--- config.mk ---
export PLATFORM = sky130hd
export DESIGN_NAME = thumb16_alu_execute
export DESIGN_NICKNAME = d
export VERILOG_FILES = /design/src/t16ex_pkg.sv /design/src/t16ex_ram.sv /design/src/t16ex_alu.sv /design/src/thumb16_alu_execute.sv
export SDC_FILE = /design/constraint.sdc
export NUM_CORES = 2
export LEC_CHECK = 0
export ABC_AREA = 1
export BUFFER_PORTS_ARGS = -buffer_cell sky130_fd_sc_hd__buf_4
export CAP_MARGIN = 20
export CORE_UTILIZATION = 40
export CTS_CLUSTER_SIZE = 24
export DETAILED_ROUTE_END_ITERATION = 8
export GPL_ROUTABILITY_DRIVEN = 0
export PLACE_DENSITY_LB_ADDON = 0.15
export SETUP_SLACK_MARGIN = 0.1
export SYNTH_ARGS = -nofsm -noshare
export SYNTH_HDL_FRONTEND = slang
export SYNTH_HIERARCHICAL = 1
export SYNTH_SLANG_ARGS = --single-unit
--- constraint.sdc ---
create_clock -name clk -period 9.5 [get_ports clk]
set_input_delay 0.95 -clock clk [delete_from_list [all_inputs] [get_ports clk]]
set_output_delay 0.95 -clock clk [all_outputs]
set_load 0.005 [all_outputs]
--- src/t16ex_pkg.sv ---
`timescale 1ns / 1ps

package t16ex_pkg;

  localparam int XLEN     = 32;
  localparam int RF_DEPTH = 15;
  localparam int RF_AW    = 4;

  localparam logic [3:0] PC_IDX = 4'd15;

  localparam logic [4:0] OP_LSL_IMM = 5'd0;
  localparam logic [4:0] OP_LSR_IMM = 5'd1;
  localparam logic [4:0] OP_ASR_IMM = 5'd2;
  localparam logic [4:0] OP_ADD_REG = 5'd3;
  localparam logic [4:0] OP_SUB_REG = 5'd4;
  localparam logic [4:0] OP_ADD_IMM = 5'd5;
  localparam logic [4:0] OP_SUB_IMM = 5'd6;
  localparam logic [4:0] OP_MOV_IMM = 5'd7;
  localparam logic [4:0] OP_CMP_IMM = 5'd8;
  localparam logic [4:0] OP_AND     = 5'd9;
  localparam logic [4:0] OP_EOR     = 5'd10;
  localparam logic [4:0] OP_LSL_REG = 5'd11;
  localparam logic [4:0] OP_LSR_REG = 5'd12;
  localparam logic [4:0] OP_ASR_REG = 5'd13;
  localparam logic [4:0] OP_ADC     = 5'd14;
  localparam logic [4:0] OP_SBC     = 5'd15;
  localparam logic [4:0] OP_ROR     = 5'd16;
  localparam logic [4:0] OP_TST     = 5'd17;
  localparam logic [4:0] OP_ADD_HI  = 5'd18;

  localparam logic [1:0] SH_LSL = 2'd0;
  localparam logic [1:0] SH_LSR = 2'd1;
  localparam logic [1:0] SH_ASR = 2'd2;
  localparam logic [1:0] SH_ROR = 2'd3;

  localparam logic [1:0] ST_OK     = 2'd0;
  localparam logic [1:0] ST_UNDEF  = 2'd1;
  localparam logic [1:0] ST_UNPRED = 2'd2;

  typedef struct packed {
    logic            wrote;
    logic [3:0]      wreg;
    logic [XLEN-1:0] value;
    logic [3:0]      nzcv;
    logic [XLEN-1:0] next_addr;
    logic            eob;
    logic [1:0]      status;
  } t16ex_res_t;

endpackage

--- src/t16ex_ram.sv ---
`timescale 1ns / 1ps

module t16ex_ram #(
  parameter int WIDTH = 32,
  parameter int DEPTH = 16
) (
  input  logic                     clk,
  input  logic                     we,
  input  logic [$clog2(DEPTH)-1:0] waddr,
  input  logic [WIDTH-1:0]         wdata,
  input  logic                     re,
  input  logic [$clog2(DEPTH)-1:0] raddr_a,
  input  logic [$clog2(DEPTH)-1:0] raddr_b,
  output logic [WIDTH-1:0]         rdata_a,
  output logic [WIDTH-1:0]         rdata_b
);

  logic [WIDTH-1:0] mem [DEPTH];

  always_ff @(posedge clk) begin
    if (we) begin
      mem[waddr] <= wdata;
    end
    if (re) begin
      rdata_a <= mem[raddr_a];
      rdata_b <= mem[raddr_b];
    end
  end

endmodule

--- src/t16ex_alu.sv ---
`timescale 1ns / 1ps

module t16ex_alu
  import t16ex_pkg::*;
(
  input  logic [4:0]      op,
  input  logic [3:0]      dest_reg,
  input  logic [3:0]      second_reg,
  input  logic [7:0]      imm,
  input  logic [XLEN-1:0] addr,
  input  logic [XLEN-1:0] a,
  input  logic [XLEN-1:0] b,
  input  logic [3:0]      flags,
  output t16ex_res_t      res
);

  function automatic logic [XLEN:0] shift_fn(input logic [1:0] kind, input logic [XLEN-1:0] x,
                                             input logic [7:0] s, input logic cin);
    logic [XLEN:0]        t;
    logic signed [XLEN:0] ts;
    logic [2*XLEN-1:0]    w;
    logic                 big;
    logic                 is32;
    big  = (s > 8'd32);
    is32 = (s == 8'd32);
    shift_fn = {cin, x};
    if (s != 8'd0) begin
      case (kind)
        SH_LSL: begin
          t = {1'b0, x} << s[4:0];
          if (big) shift_fn = '0;
          else if (is32) shift_fn = {x[0], {XLEN{1'b0}}};
          else shift_fn = t;
        end
        SH_LSR: begin
          t = {x, 1'b0} >> s[4:0];
          if (big) shift_fn = '0;
          else if (is32) shift_fn = {x[XLEN-1], {XLEN{1'b0}}};
          else shift_fn = {t[0], t[XLEN:1]};
        end
        SH_ASR: begin
          ts = $signed({x, 1'b0}) >>> s[4:0];
          if (big || is32) shift_fn = {(XLEN+1){x[XLEN-1]}};
          else shift_fn = {ts[0], ts[XLEN:1]};
        end
        default: begin
          w = {x, x} >> s[4:0];
          shift_fn = {w[XLEN-1], w[XLEN-1:0]};
        end
      endcase
    end
  endfunction

  logic [XLEN-1:0] imm_x;
  logic [XLEN-1:0] ad_a;
  logic [XLEN-1:0] ad_b;
  logic            ad_cin;
  logic [XLEN:0]   sum;
  logic            add_v;
  logic [1:0]      sh_kind;
  logic [XLEN-1:0] sh_x;
  logic [7:0]      sh_s;
  logic [XLEN:0]   sh_out;
  logic [XLEN-1:0] value;
  logic            nc;
  logic            nv;
  logic            wr_low;
  logic            upd;

  assign imm_x = {{(XLEN-8){1'b0}}, imm};

  always_comb begin
    ad_a   = a;
    ad_b   = b;
    ad_cin = 1'b0;
    case (op)
      OP_SUB_REG: begin
        ad_b   = ~b;
        ad_cin = 1'b1;
      end
      OP_ADD_IMM: ad_b = imm_x;
      OP_SUB_IMM, OP_CMP_IMM: begin
        ad_b   = ~imm_x;
        ad_cin = 1'b1;
      end
      OP_ADC: ad_cin = flags[1];
      OP_SBC: begin
        ad_b   = ~b;
        ad_cin = flags[1];
      end
      default: ;
    endcase
  end

  assign sum   = {1'b0, ad_a} + {1'b0, ad_b} + {{XLEN{1'b0}}, ad_cin};
  assign add_v = (ad_a[XLEN-1] ^ sum[XLEN-1]) & (ad_b[XLEN-1] ^ sum[XLEN-1]);

  always_comb begin
    sh_kind = SH_ROR;
    sh_x    = a;
    sh_s    = b[7:0];
    case (op)
      OP_LSL_IMM: begin
        sh_kind = SH_LSL;
        sh_x    = b;
        sh_s    = {3'b000, imm[4:0]};
      end
      OP_LSR_IMM, OP_ASR_IMM: begin
        sh_kind = (op == OP_LSR_IMM) ? SH_LSR : SH_ASR;
        sh_x    = b;
        sh_s    = (imm[4:0] == 5'd0) ? 8'd32 : {3'b000, imm[4:0]};
      end
      OP_LSL_REG: sh_kind = SH_LSL;
      OP_LSR_REG: sh_kind = SH_LSR;
      OP_ASR_REG: sh_kind = SH_ASR;
      default: ;
    endcase
  end

  assign sh_out = shift_fn(sh_kind, sh_x, sh_s, flags[1]);

  always_comb begin
    value         = '0;
    nc            = flags[1];
    nv            = flags[0];
    wr_low        = 1'b1;
    upd           = 1'b1;
    res.wrote     = 1'b0;
    res.wreg      = 4'd0;
    res.next_addr = addr + XLEN'(2);
    res.eob       = 1'b0;
    res.status    = ST_OK;
    case (op)
      OP_LSL_IMM, OP_LSR_IMM, OP_ASR_IMM, OP_LSL_REG, OP_LSR_REG, OP_ASR_REG, OP_ROR: begin
        value = sh_out[XLEN-1:0];
        nc    = sh_out[XLEN];
      end
      OP_ADD_REG, OP_SUB_REG, OP_ADD_IMM, OP_SUB_IMM, OP_ADC, OP_SBC: begin
        value = sum[XLEN-1:0];
        nc    = sum[XLEN];
        nv    = add_v;
      end
      OP_CMP_IMM: begin
        value  = sum[XLEN-1:0];
        nc     = sum[XLEN];
        nv     = add_v;
        wr_low = 1'b0;
      end
      OP_MOV_IMM: value = imm_x;
      OP_AND:     value = a & b;
      OP_EOR:     value = a ^ b;
      OP_TST: begin
        value  = a & b;
        wr_low = 1'b0;
      end
      OP_ADD_HI: begin
        wr_low = 1'b0;
        upd    = 1'b0;
        if (dest_reg == PC_IDX && second_reg == PC_IDX) begin
          res.status = ST_UNPRED;
          res.eob    = 1'b1;
        end else begin
          value = sum[XLEN-1:0];
          if (dest_reg == PC_IDX) begin
            res.wreg      = PC_IDX;
            res.next_addr = {sum[XLEN-1:1], 1'b0};
            res.eob       = 1'b1;
          end else begin
            res.wrote = 1'b1;
            res.wreg  = dest_reg;
          end
        end
      end
      default: begin
        wr_low     = 1'b0;
        upd        = 1'b0;
        res.status = ST_UNDEF;
        res.eob    = 1'b1;
      end
    endcase
    if (wr_low) begin
      res.wrote = 1'b1;
      res.wreg  = {1'b0, dest_reg[2:0]};
    end
    res.value = value;
    res.nzcv  = upd ? {value[XLEN-1], (value == '0), nc, nv} : flags;
  end

endmodule

--- src/thumb16_alu_execute.sv ---
`timescale 1ns / 1ps

// Channel  Direction  Handshake               Payload
// in_      input      in_valid / in_ready     operation, register indexes, immediate, address
// out_     output     out_valid / out_ready   write info, value, flags, next address, status
//
// An item is accepted every cycle while the output is not stalled; the register file read
// is registered in the execute stage, the ALU result in the output register driving out_.
// Registers R0-R14 live in a two-read, one-write RAM; per-entry valid bits make
// untouched registers read as zero, and the write of the item ahead is forwarded.
// Reset clears the valid bits, the flags and both stage valids.
// A stalled output holds one item in the output register and one in the execute stage.

module thumb16_alu_execute
  import t16ex_pkg::*;
(
  input  logic            clk,
  input  logic            rst_n,
  input  logic            in_valid,
  output logic            in_ready,
  input  logic [4:0]      in_operation,
  input  logic [3:0]      in_dest_reg,
  input  logic [2:0]      in_first_reg,
  input  logic [3:0]      in_second_reg,
  input  logic [7:0]      in_immediate,
  input  logic [XLEN-1:0] in_instr_address,
  output logic            out_valid,
  input  logic            out_ready,
  output logic            out_wrote_register,
  output logic [3:0]      out_written_register,
  output logic [XLEN-1:0] out_written_value,
  output logic [3:0]      out_flags_nzcv,
  output logic [XLEN-1:0] out_next_address,
  output logic            out_end_of_block,
  output logic [1:0]      out_status
);

  logic             accept;
  logic             s1_adv;
  logic             s1_valid_r;
  logic [4:0]       s1_op_r;
  logic [3:0]       s1_dest_r;
  logic [3:0]       s1_second_r;
  logic [7:0]       s1_imm_r;
  logic [XLEN-1:0]  s1_addr_r;
  logic             a_pc_r;
  logic             b_pc_r;
  logic             a_vld_r;
  logic             b_vld_r;
  logic             a_fwd_r;
  logic             b_fwd_r;
  logic [XLEN-1:0]  fwd_data_r;
  logic [RF_DEPTH-1:0] rf_vld_r;
  logic [3:0]       flags_r;
  logic             out_valid_r;
  t16ex_res_t       out_r;

  logic [3:0]       a_idx;
  logic [3:0]       b_idx;
  logic [RF_AW-1:0] raddr_a;
  logic [RF_AW-1:0] raddr_b;
  logic [XLEN-1:0]  ram_a;
  logic [XLEN-1:0]  ram_b;
  logic [XLEN-1:0]  a_val;
  logic [XLEN-1:0]  b_val;
  logic [XLEN-1:0]  pc_val;
  logic             rf_we;
  logic [RF_AW-1:0] rf_waddr;
  t16ex_res_t       alu_res;

  assign s1_adv   = s1_valid_r && (!out_valid_r || out_ready);
  assign in_ready = !s1_valid_r || s1_adv;
  assign accept   = in_valid && in_ready;

  always_comb begin
    if (in_operation == OP_ADD_HI) begin
      a_idx = in_dest_reg;
      b_idx = in_second_reg;
    end else begin
      a_idx = {1'b0, in_dest_reg[2:0]};
      b_idx = {1'b0, in_second_reg[2:0]};
      if (in_operation == OP_ADD_REG || in_operation == OP_SUB_REG ||
          in_operation == OP_ADD_IMM || in_operation == OP_SUB_IMM) begin
        a_idx = {1'b0, in_first_reg};
      end
    end
  end

  assign raddr_a = (a_idx == PC_IDX) ? '0 : RF_AW'(a_idx);
  assign raddr_b = (b_idx == PC_IDX) ? '0 : RF_AW'(b_idx);

  assign rf_we    = s1_adv && alu_res.wrote;
  assign rf_waddr = RF_AW'(alu_res.wreg);

  t16ex_ram #(
    .WIDTH(XLEN),
    .DEPTH(RF_DEPTH)
  ) u_rf (
    .clk    (clk),
    .we     (rf_we),
    .waddr  (rf_waddr),
    .wdata  (alu_res.value),
    .re     (accept),
    .raddr_a(raddr_a),
    .raddr_b(raddr_b),
    .rdata_a(ram_a),
    .rdata_b(ram_b)
  );

  always_ff @(posedge clk) begin
    if (accept) begin
      s1_op_r     <= in_operation;
      s1_dest_r   <= in_dest_reg;
      s1_second_r <= in_second_reg;
      s1_imm_r    <= in_immediate;
      s1_addr_r   <= in_instr_address;
      a_pc_r      <= (a_idx == PC_IDX);
      b_pc_r      <= (b_idx == PC_IDX);
      a_vld_r     <= rf_vld_r[raddr_a];
      b_vld_r     <= rf_vld_r[raddr_b];
      a_fwd_r     <= rf_we && (rf_waddr == raddr_a);
      b_fwd_r     <= rf_we && (rf_waddr == raddr_b);
      fwd_data_r  <= alu_res.value;
    end
    if (s1_adv) begin
      out_r <= alu_res;
    end
  end

  always_ff @(posedge clk) begin
    if (!rst_n) begin
      s1_valid_r  <= 1'b0;
      out_valid_r <= 1'b0;
      rf_vld_r    <= '0;
      flags_r     <= 4'd0;
    end else begin
      if (accept) begin
        s1_valid_r <= 1'b1;
      end else if (s1_adv) begin
        s1_valid_r <= 1'b0;
      end
      if (s1_adv) begin
        out_valid_r <= 1'b1;
        flags_r     <= alu_res.nzcv;
      end else if (out_ready) begin
        out_valid_r <= 1'b0;
      end
      if (rf_we) begin
        rf_vld_r[rf_waddr] <= 1'b1;
      end
    end
  end

  assign pc_val = s1_addr_r + XLEN'(4);

  always_comb begin
    if (a_pc_r) a_val = pc_val;
    else if (a_fwd_r) a_val = fwd_data_r;
    else if (a_vld_r) a_val = ram_a;
    else a_val = '0;
    if (b_pc_r) b_val = pc_val;
    else if (b_fwd_r) b_val = fwd_data_r;
    else if (b_vld_r) b_val = ram_b;
    else b_val = '0;
  end

  t16ex_alu u_alu (
    .op        (s1_op_r),
    .dest_reg  (s1_dest_r),
    .second_reg(s1_second_r),
    .imm       (s1_imm_r),
    .addr      (s1_addr_r),
    .a         (a_val),
    .b         (b_val),
    .flags     (flags_r),
    .res       (alu_res)
  );

  assign out_valid            = out_valid_r;
  assign out_wrote_register   = out_r.wrote;
  assign out_written_register = out_r.wreg;
  assign out_written_value    = out_r.value;
  assign out_flags_nzcv       = out_r.nzcv;
  assign out_next_address     = out_r.next_addr;
  assign out_end_of_block     = out_r.eob;
  assign out_status           = out_r.status;

  // The program counter is never written through the register file.
  a_no_pc_write: assert property (@(posedge clk) disable iff (!rst_n)
    rf_we |-> alu_res.wreg != PC_IDX)
    else $error("register file write aimed at the program counter");

  // An instruction that is not executed leaves registers alone.
  a_no_write_on_fault: assert property (@(posedge clk) disable iff (!rst_n)
    s1_adv && alu_res.status != ST_OK |-> !rf_we)
    else $error("register written by an undefined or unpredictable item");

  // Flags change only when an item leaves the execute stage.
  a_flags_hold: assert property (@(posedge clk) disable iff (!rst_n)
    !s1_adv |=> $stable(flags_r))
    else $error("flags changed without a retiring item");

  // A finished item always reaches the output register.
  a_retire_shows: assert property (@(posedge clk) disable iff (!rst_n)
    s1_adv |=> out_valid_r)
    else $error("retired item missing from the output");

  // Any non-executed result closes the block.
  a_fault_ends_block: assert property (@(posedge clk) disable iff (!rst_n)
    out_valid_r && out_r.status != ST_OK |-> out_r.eob)
    else $error("faulting item does not end the block");

endmodule

; Word-level counts from Yosys, hierarchy flattened
; Memory sizes are Yosys's and may differ from the RTL's. A register that Yosys moved wholly into a read port is not among the register bits.
; Cells that the tools add are included.
[op_classes]
shifts = 4
order_cmp = 5
n_addsub = 4
mux = 55
eq_ne = 32
bitwise_logic = 8
reduce_logical = 34
[op_table]
columns = operator, n
row1 = 32-bit 2-to-1 mux, 10
row2 = 33-bit 2-to-1 mux, 7
row3 = 32-bit one-hot mux with 6 select lines, 1
row4 = 33-bit one-hot mux with 3 select lines, 1
row5 = 32-bit one-hot mux with 3 select lines, 1
row6 = 64-bit by 5-bit right shift with 32-bit output, 1
row7 = 5-bit by 4-bit == test with 1-bit output (second input constant), 8
row8 = 5-bit by 3-bit == test with 1-bit output (second input constant), 7
row9 = 32-bit by 32-bit adder with 33-bit output, 1
row10 = 33-bit by 1-bit adder with 33-bit output, 1
row11 = 32-bit by 5-bit left shift with 33-bit output, 1
row12 = 33-bit by 5-bit right shift with 33-bit output, 1
row13 = 33-bit by 5-bit >>> shifter with 33-bit output, 1
row14 = 32-bit by 2-bit adder with 32-bit output (second input constant), 1
row15 = 32-bit by 3-bit adder with 32-bit output (second input constant), 1
row16 = 32-bit bitwise AND, 1
row17 = 32-bit logical NOT, 1
row18 = 32-bit inverter, 1
row19 = 8-bit inverter with 32-bit output, 1
row20 = 32-bit XOR, 1
row21 = 4-bit 2-to-1 mux, 6
row22 = 5-bit == test (second input constant), 4
row23 = 18-bit OR reduction, 1
row24 = 4-bit == test (second input constant), 4
row25 = other kinds (34), 79
[totals]
out_inout_bits = 78
ramBits = 480
n_memories = 1
regBits = 188
in_bits = 60
word_cells = 166
[mem_list]
columns = name, words, word_bits, read_ports, rd_clocked_by_memory_dff, wr, line
row1 = u_rf.mem, 15, 32, 2, 2, 1, t16ex_ram.sv:18  ; logic [WIDTH-1:0] mem [DEPTH];

; Logic depth before layout (Yosys ltp)
[depth]
depth_word = 12
depth_mapped = 38
depth_no_buf = 38

; Cells and area by module
; The synthesis kept the hierarchy.
[by_module_without_submodules]
columns = mod, cells_per_inst, instances, seq_area_each_um2, area_per_inst_um2
row1 = t16ex_ram, 3136, 1, 16335.7, 27402.5
row2 = t16ex_alu, 2335, 1, 0.0, 11329.6
row3 = thumb16_alu_execute, 760, 1, 5435.2, 8349.3

; Worst setup path after synthesis
; OpenSTA, ideal clock, no wires.
[synth_path]
kind = input port to flip-flop
from = input port out_ready
to = memory u_rf.mem[4][0] (enable)
path_stages = 8
t_required_ns = 9.079
path_slack_ns = 4.184
path_buffers = 0
setup_ns = 0.421
arrival_time_ns = 4.895
path_cell_list = inv_1 > nand2_1 > nand2_1 > inv_1 > nand2_1 > clkinv_1 > nand3b_1 > nor2_1
[synth_between]
elab_chain_cells = 5
[synth_rtl]
columns = item, line
row1 = start: declaration, thumb16_alu_execute.sv:28  ; input logic out_ready,
row2 = 1-bit logical OR, thumb16_alu_execute.sv:71  ; assign s1_adv = s1_valid_r && (!out_valid_r || out_ready);
row3 = 1-bit logical AND, thumb16_alu_execute.sv:71
row4 = net s1_adv, thumb16_alu_execute.sv:39  ; logic s1_adv;
row5 = 1-bit logical AND, thumb16_alu_execute.sv:92  ; assign rf_we = s1_adv && alu_res.wrote;
row6 = net rf_we, thumb16_alu_execute.sv:67  ; logic rf_we;
row7 = 1-bit 2-to-1 mux, t16ex_ram.sv:21  ; if (we) begin
row8 = 1-bit 2-to-1 mux (implied by the code), t16ex_ram.sv:22  ; mem[waddr] <= wdata;
row9 = end: declaration, t16ex_ram.sv:18
; The timed path passes the listed nets, and every way through them passes these cells.

==> flow_summary.json <==
{
  "outcome": "finished clean",
  "final_cell_mix": "nand2_1, nand3_1, edfxtp_1",
  "first_pass_iters": 7,
  "yosysTopAreaCell": "edfxtp_1",
  "pwr-share-seq_pct": 40.6,
  "drive_gt1_share_pct": 7.11,
  "synth_ff_type": "edfxtp_1",
  "wl_per_cell_um": 24.5,
  "yosysSeqAreaShare_pct": 46.2,
  "worstHoldPathType": "input port to flip-flop",
  "critPathKind": "flip-flop to flip-flop",
  "rows": 125,
  "hold_viol_final": 0,
  "fill_cells": 11600,
  "placed_area_um2": 49000,
  "cts_tree": "done",
  "coreArea_um2": 117000,
  "overflow": 0,
  "synth_cell_type_count": 58,
  "r2r_start": "s1_op_r[4]",
  "crit_path_frequent_cell": "nand2_1",
  "io-pin-count": 138,
  "drt-initial-drc-count": 6072,
  "cp-endpoint": "flags_r[2]",
  "finalPower_w": 0.00962,
  "comb_power_share_pct": 24.5,
  "synth_warnings": 6,
  "cts_resized": 0,
  "slew_viol_final": 0,
  "synth-seq-cells": 732,
  "synth_area_um2": 47100,
  "drc": 0,
  "clk_latency_ps": 700,
  "post_cts_buffers": 0,
  "reg2regPathDepth": 37,
  "path_max_fanout": 44,
  "syn_area_per_cell_um2": 7.56,
  "start_util_pct": 40.4,
  "num_vias": 45200,
  "min_period_ps": 8020,
  "max_stage_delay_ps": 620,
  "worst-r2r-setup-slack_ps": 1480,
  "syn_to_final_growth_pct": 10.0,
  "grt_usage_pct": 31.1,
  "period_share_pct": 84.5,
  "numCtsBuffers": 88,
  "whs_ps": 443,
  "skew_ps": 39.2,
  "grt_setup_unrepaired": "false",
  "p_sw_w": 0.00328,
  "p_int_w": 0.00634,
  "synth-edff-count": 711,
  "slowest_stage": "inv_2",
  "clock_path_buffers": 3,
  "die_w_um": 345,
  "relSlewSlack_pct": 18.7,
  "required_ps": 10080,
  "setup-tns-final_ps": 0,
  "p_per_area_nw_per_um2": 186,
  "synth_top_area_share_pct": 45.3,
  "clockPowerShare_pct": 34.9,
  "antenna_found_initial": 6,
  "dieArea_um2": 119000,
  "cts_root_buf": "clkbuf_16",
  "ir_worst_vdd_v": 0.000125,
  "power_leakage_nw": 23.2,
  "timing.fmax_ghz": 0.125,
  "postCtsHoldBufs": 0,
  "clk_pin_slew_ps": 70,
  "synthArstFlopShare_pct": 0,
  "final_area_um2": 51800,
  "clock-sinks": 732,
  "grt_max_degree": 162,
  "nets": 6333,
  "critPathLaunch": "s1_op_r[4]",
  "antenna_left": 0,
  "place.port_buffers": 137,
  "drt_wl_total_mm": 191,
  "sw_frac_of_total_pct": 34.1,
  "endpoint_kind": "flip-flop",
  "viasPerCell": 5.79,
  "synthCells": 6231,
  "dp_hpwl_mm": 123,
  "setup_viol": 0,
  "synth.area.top_cells": "edfxtp_1, nand2_1, nand3_1, inv_1, buf_2",
  "cap_violations": 0,
  "die_h_um": 345,
  "layout_commonest_cell": "nand2_1",
  "arrival_ps": 8600,
  "worst_slew_pin_slew_ps": 1210,
  "syn-num-nets": 6358,
  "grt_pass1_wl_mm": 277,
  "h-tree-depth": 3,
  "r2r_end": "flags_r[2]",
  "grt_pass1_vias": 41200,
  "startpoint_type": "flip-flop"
}
==> final cells by class <==
| type | count | area, um2 | area share, % |
|---|---|---|---|
| multi-input combinational | 4428 | 20800 | 40.2 |
| sequential | 732 | 21800 | 42.0 |
| antenna | 3 | 7.51 | 0.0145 |
| inverter | 737 | 2810 | 5.42 |
| clock buffer | 111 | 2330 | 4.50 |
| timing repair buffer | 219 | 1660 | 3.20 |
| clock inverter | 50 | 484 | 0.935 |
| tap | 1524 | 1910 | 3.68 |
==> cells by family after synthesis <==
logic type | after synthesis | share of synthesized area (%)
buffers and inverters | 1071 | 9.77
adders and majority gates | 67 | 1.81
and+or+nand+nor | 3800 | 34.7
muxes | 1 | 0.0213
DFF | 732 | 46.2
AOI/OAI and AO/OA | 491 | 6.14
xor gates and xnor gates | 69 | 1.28
==> metrics by stage <==
stage	worst slack, ps	std cells	utilization (%)
after floorplan	4180	6231	-
after global placement	1910	7639	42.0
after detailed placement	1730	7640	42.0
after CTS	1740	7801	44.5
after global routing	763	7801	44.5
final	1480	7804	44.5
==> synth_stat cells, drive strengths merged (17+ instances only) <==
cell,instances
nand4,73
a21oi,161
inv,732
a221oi,17
nor2,226
nand3,1215
dfxtp,21
clkbuf,89
nor3,28
ha,65
nand2,2221
a22oi,54
edfxtp,711
buf,245
xnor2,23
o21ai,187
xor2,46
o211ai,19
==> critical path, delay by kind of cell, from the launching register on <==
kind                     cells  cell delay, ps
AND/OR/NAND/NOR             21            2860
buffers and inverters        8            2250
AO/OA/AOI/OAI                6            1400
adder cells (fa/ha/maj)      2             910
flip-flops                   1             470
==> power groups by stage <==
stage	Combinational [W]	Clock (W)	Sequential, W
after floorplan	0.00147	0	0.00392
after global placement	0.00227	0	0.00397
after detailed placement	0.00227	0	0.00397
after CTS	0.00228	0.00341	0.00390
after global routing	0.00252	0.00352	0.00391
final	0.00236	0.00336	0.00390
==> per-layer routing <==
metal | share of wire (%) | up-vias | global-route usage [%]
met5 | 0.0068 | - | 0
met4 | 6.8 | 2 | 19.3
met3 | 10 | 558 | 5.42
met2 | 44 | 2716 | 47.4
met1 | 39 | 21300 | 41.0
li1 | - | 20600 | -
==> worst min path at each step <==
stage / cells past startpoint / slack (ps) / from / to
2_1_floorplan: 2 / 440 / rf_vld_r[11] / rf_vld_r[11]
3_3_place_gp: 2 / 470 / rf_vld_r[11] / rf_vld_r[11]
3_5_place_dp: 2 / 470 / rf_vld_r[13] / rf_vld_r[13]
4_1_cts: 1 / 400 / in_immediate[3] / s1_imm_r[3]
5_1_grt: 1 / 430 / in_immediate[3] / s1_imm_r[3]
6_report: 1 / 440 / in_immediate[3] / s1_imm_r[3]
==> state kept, by name, summed over array words and instances (netlist names), 15 cells and up <==
name / flops
fwd_data_r: 32
out_next_address: 32
out_written_value: 32
rf_vld_r: 15
s1_addr_r: 32
u_rf/mem: 480
u_rf/rdata_a: 32
u_rf/rdata_b: 32
(Power assumes the default switching activity.)
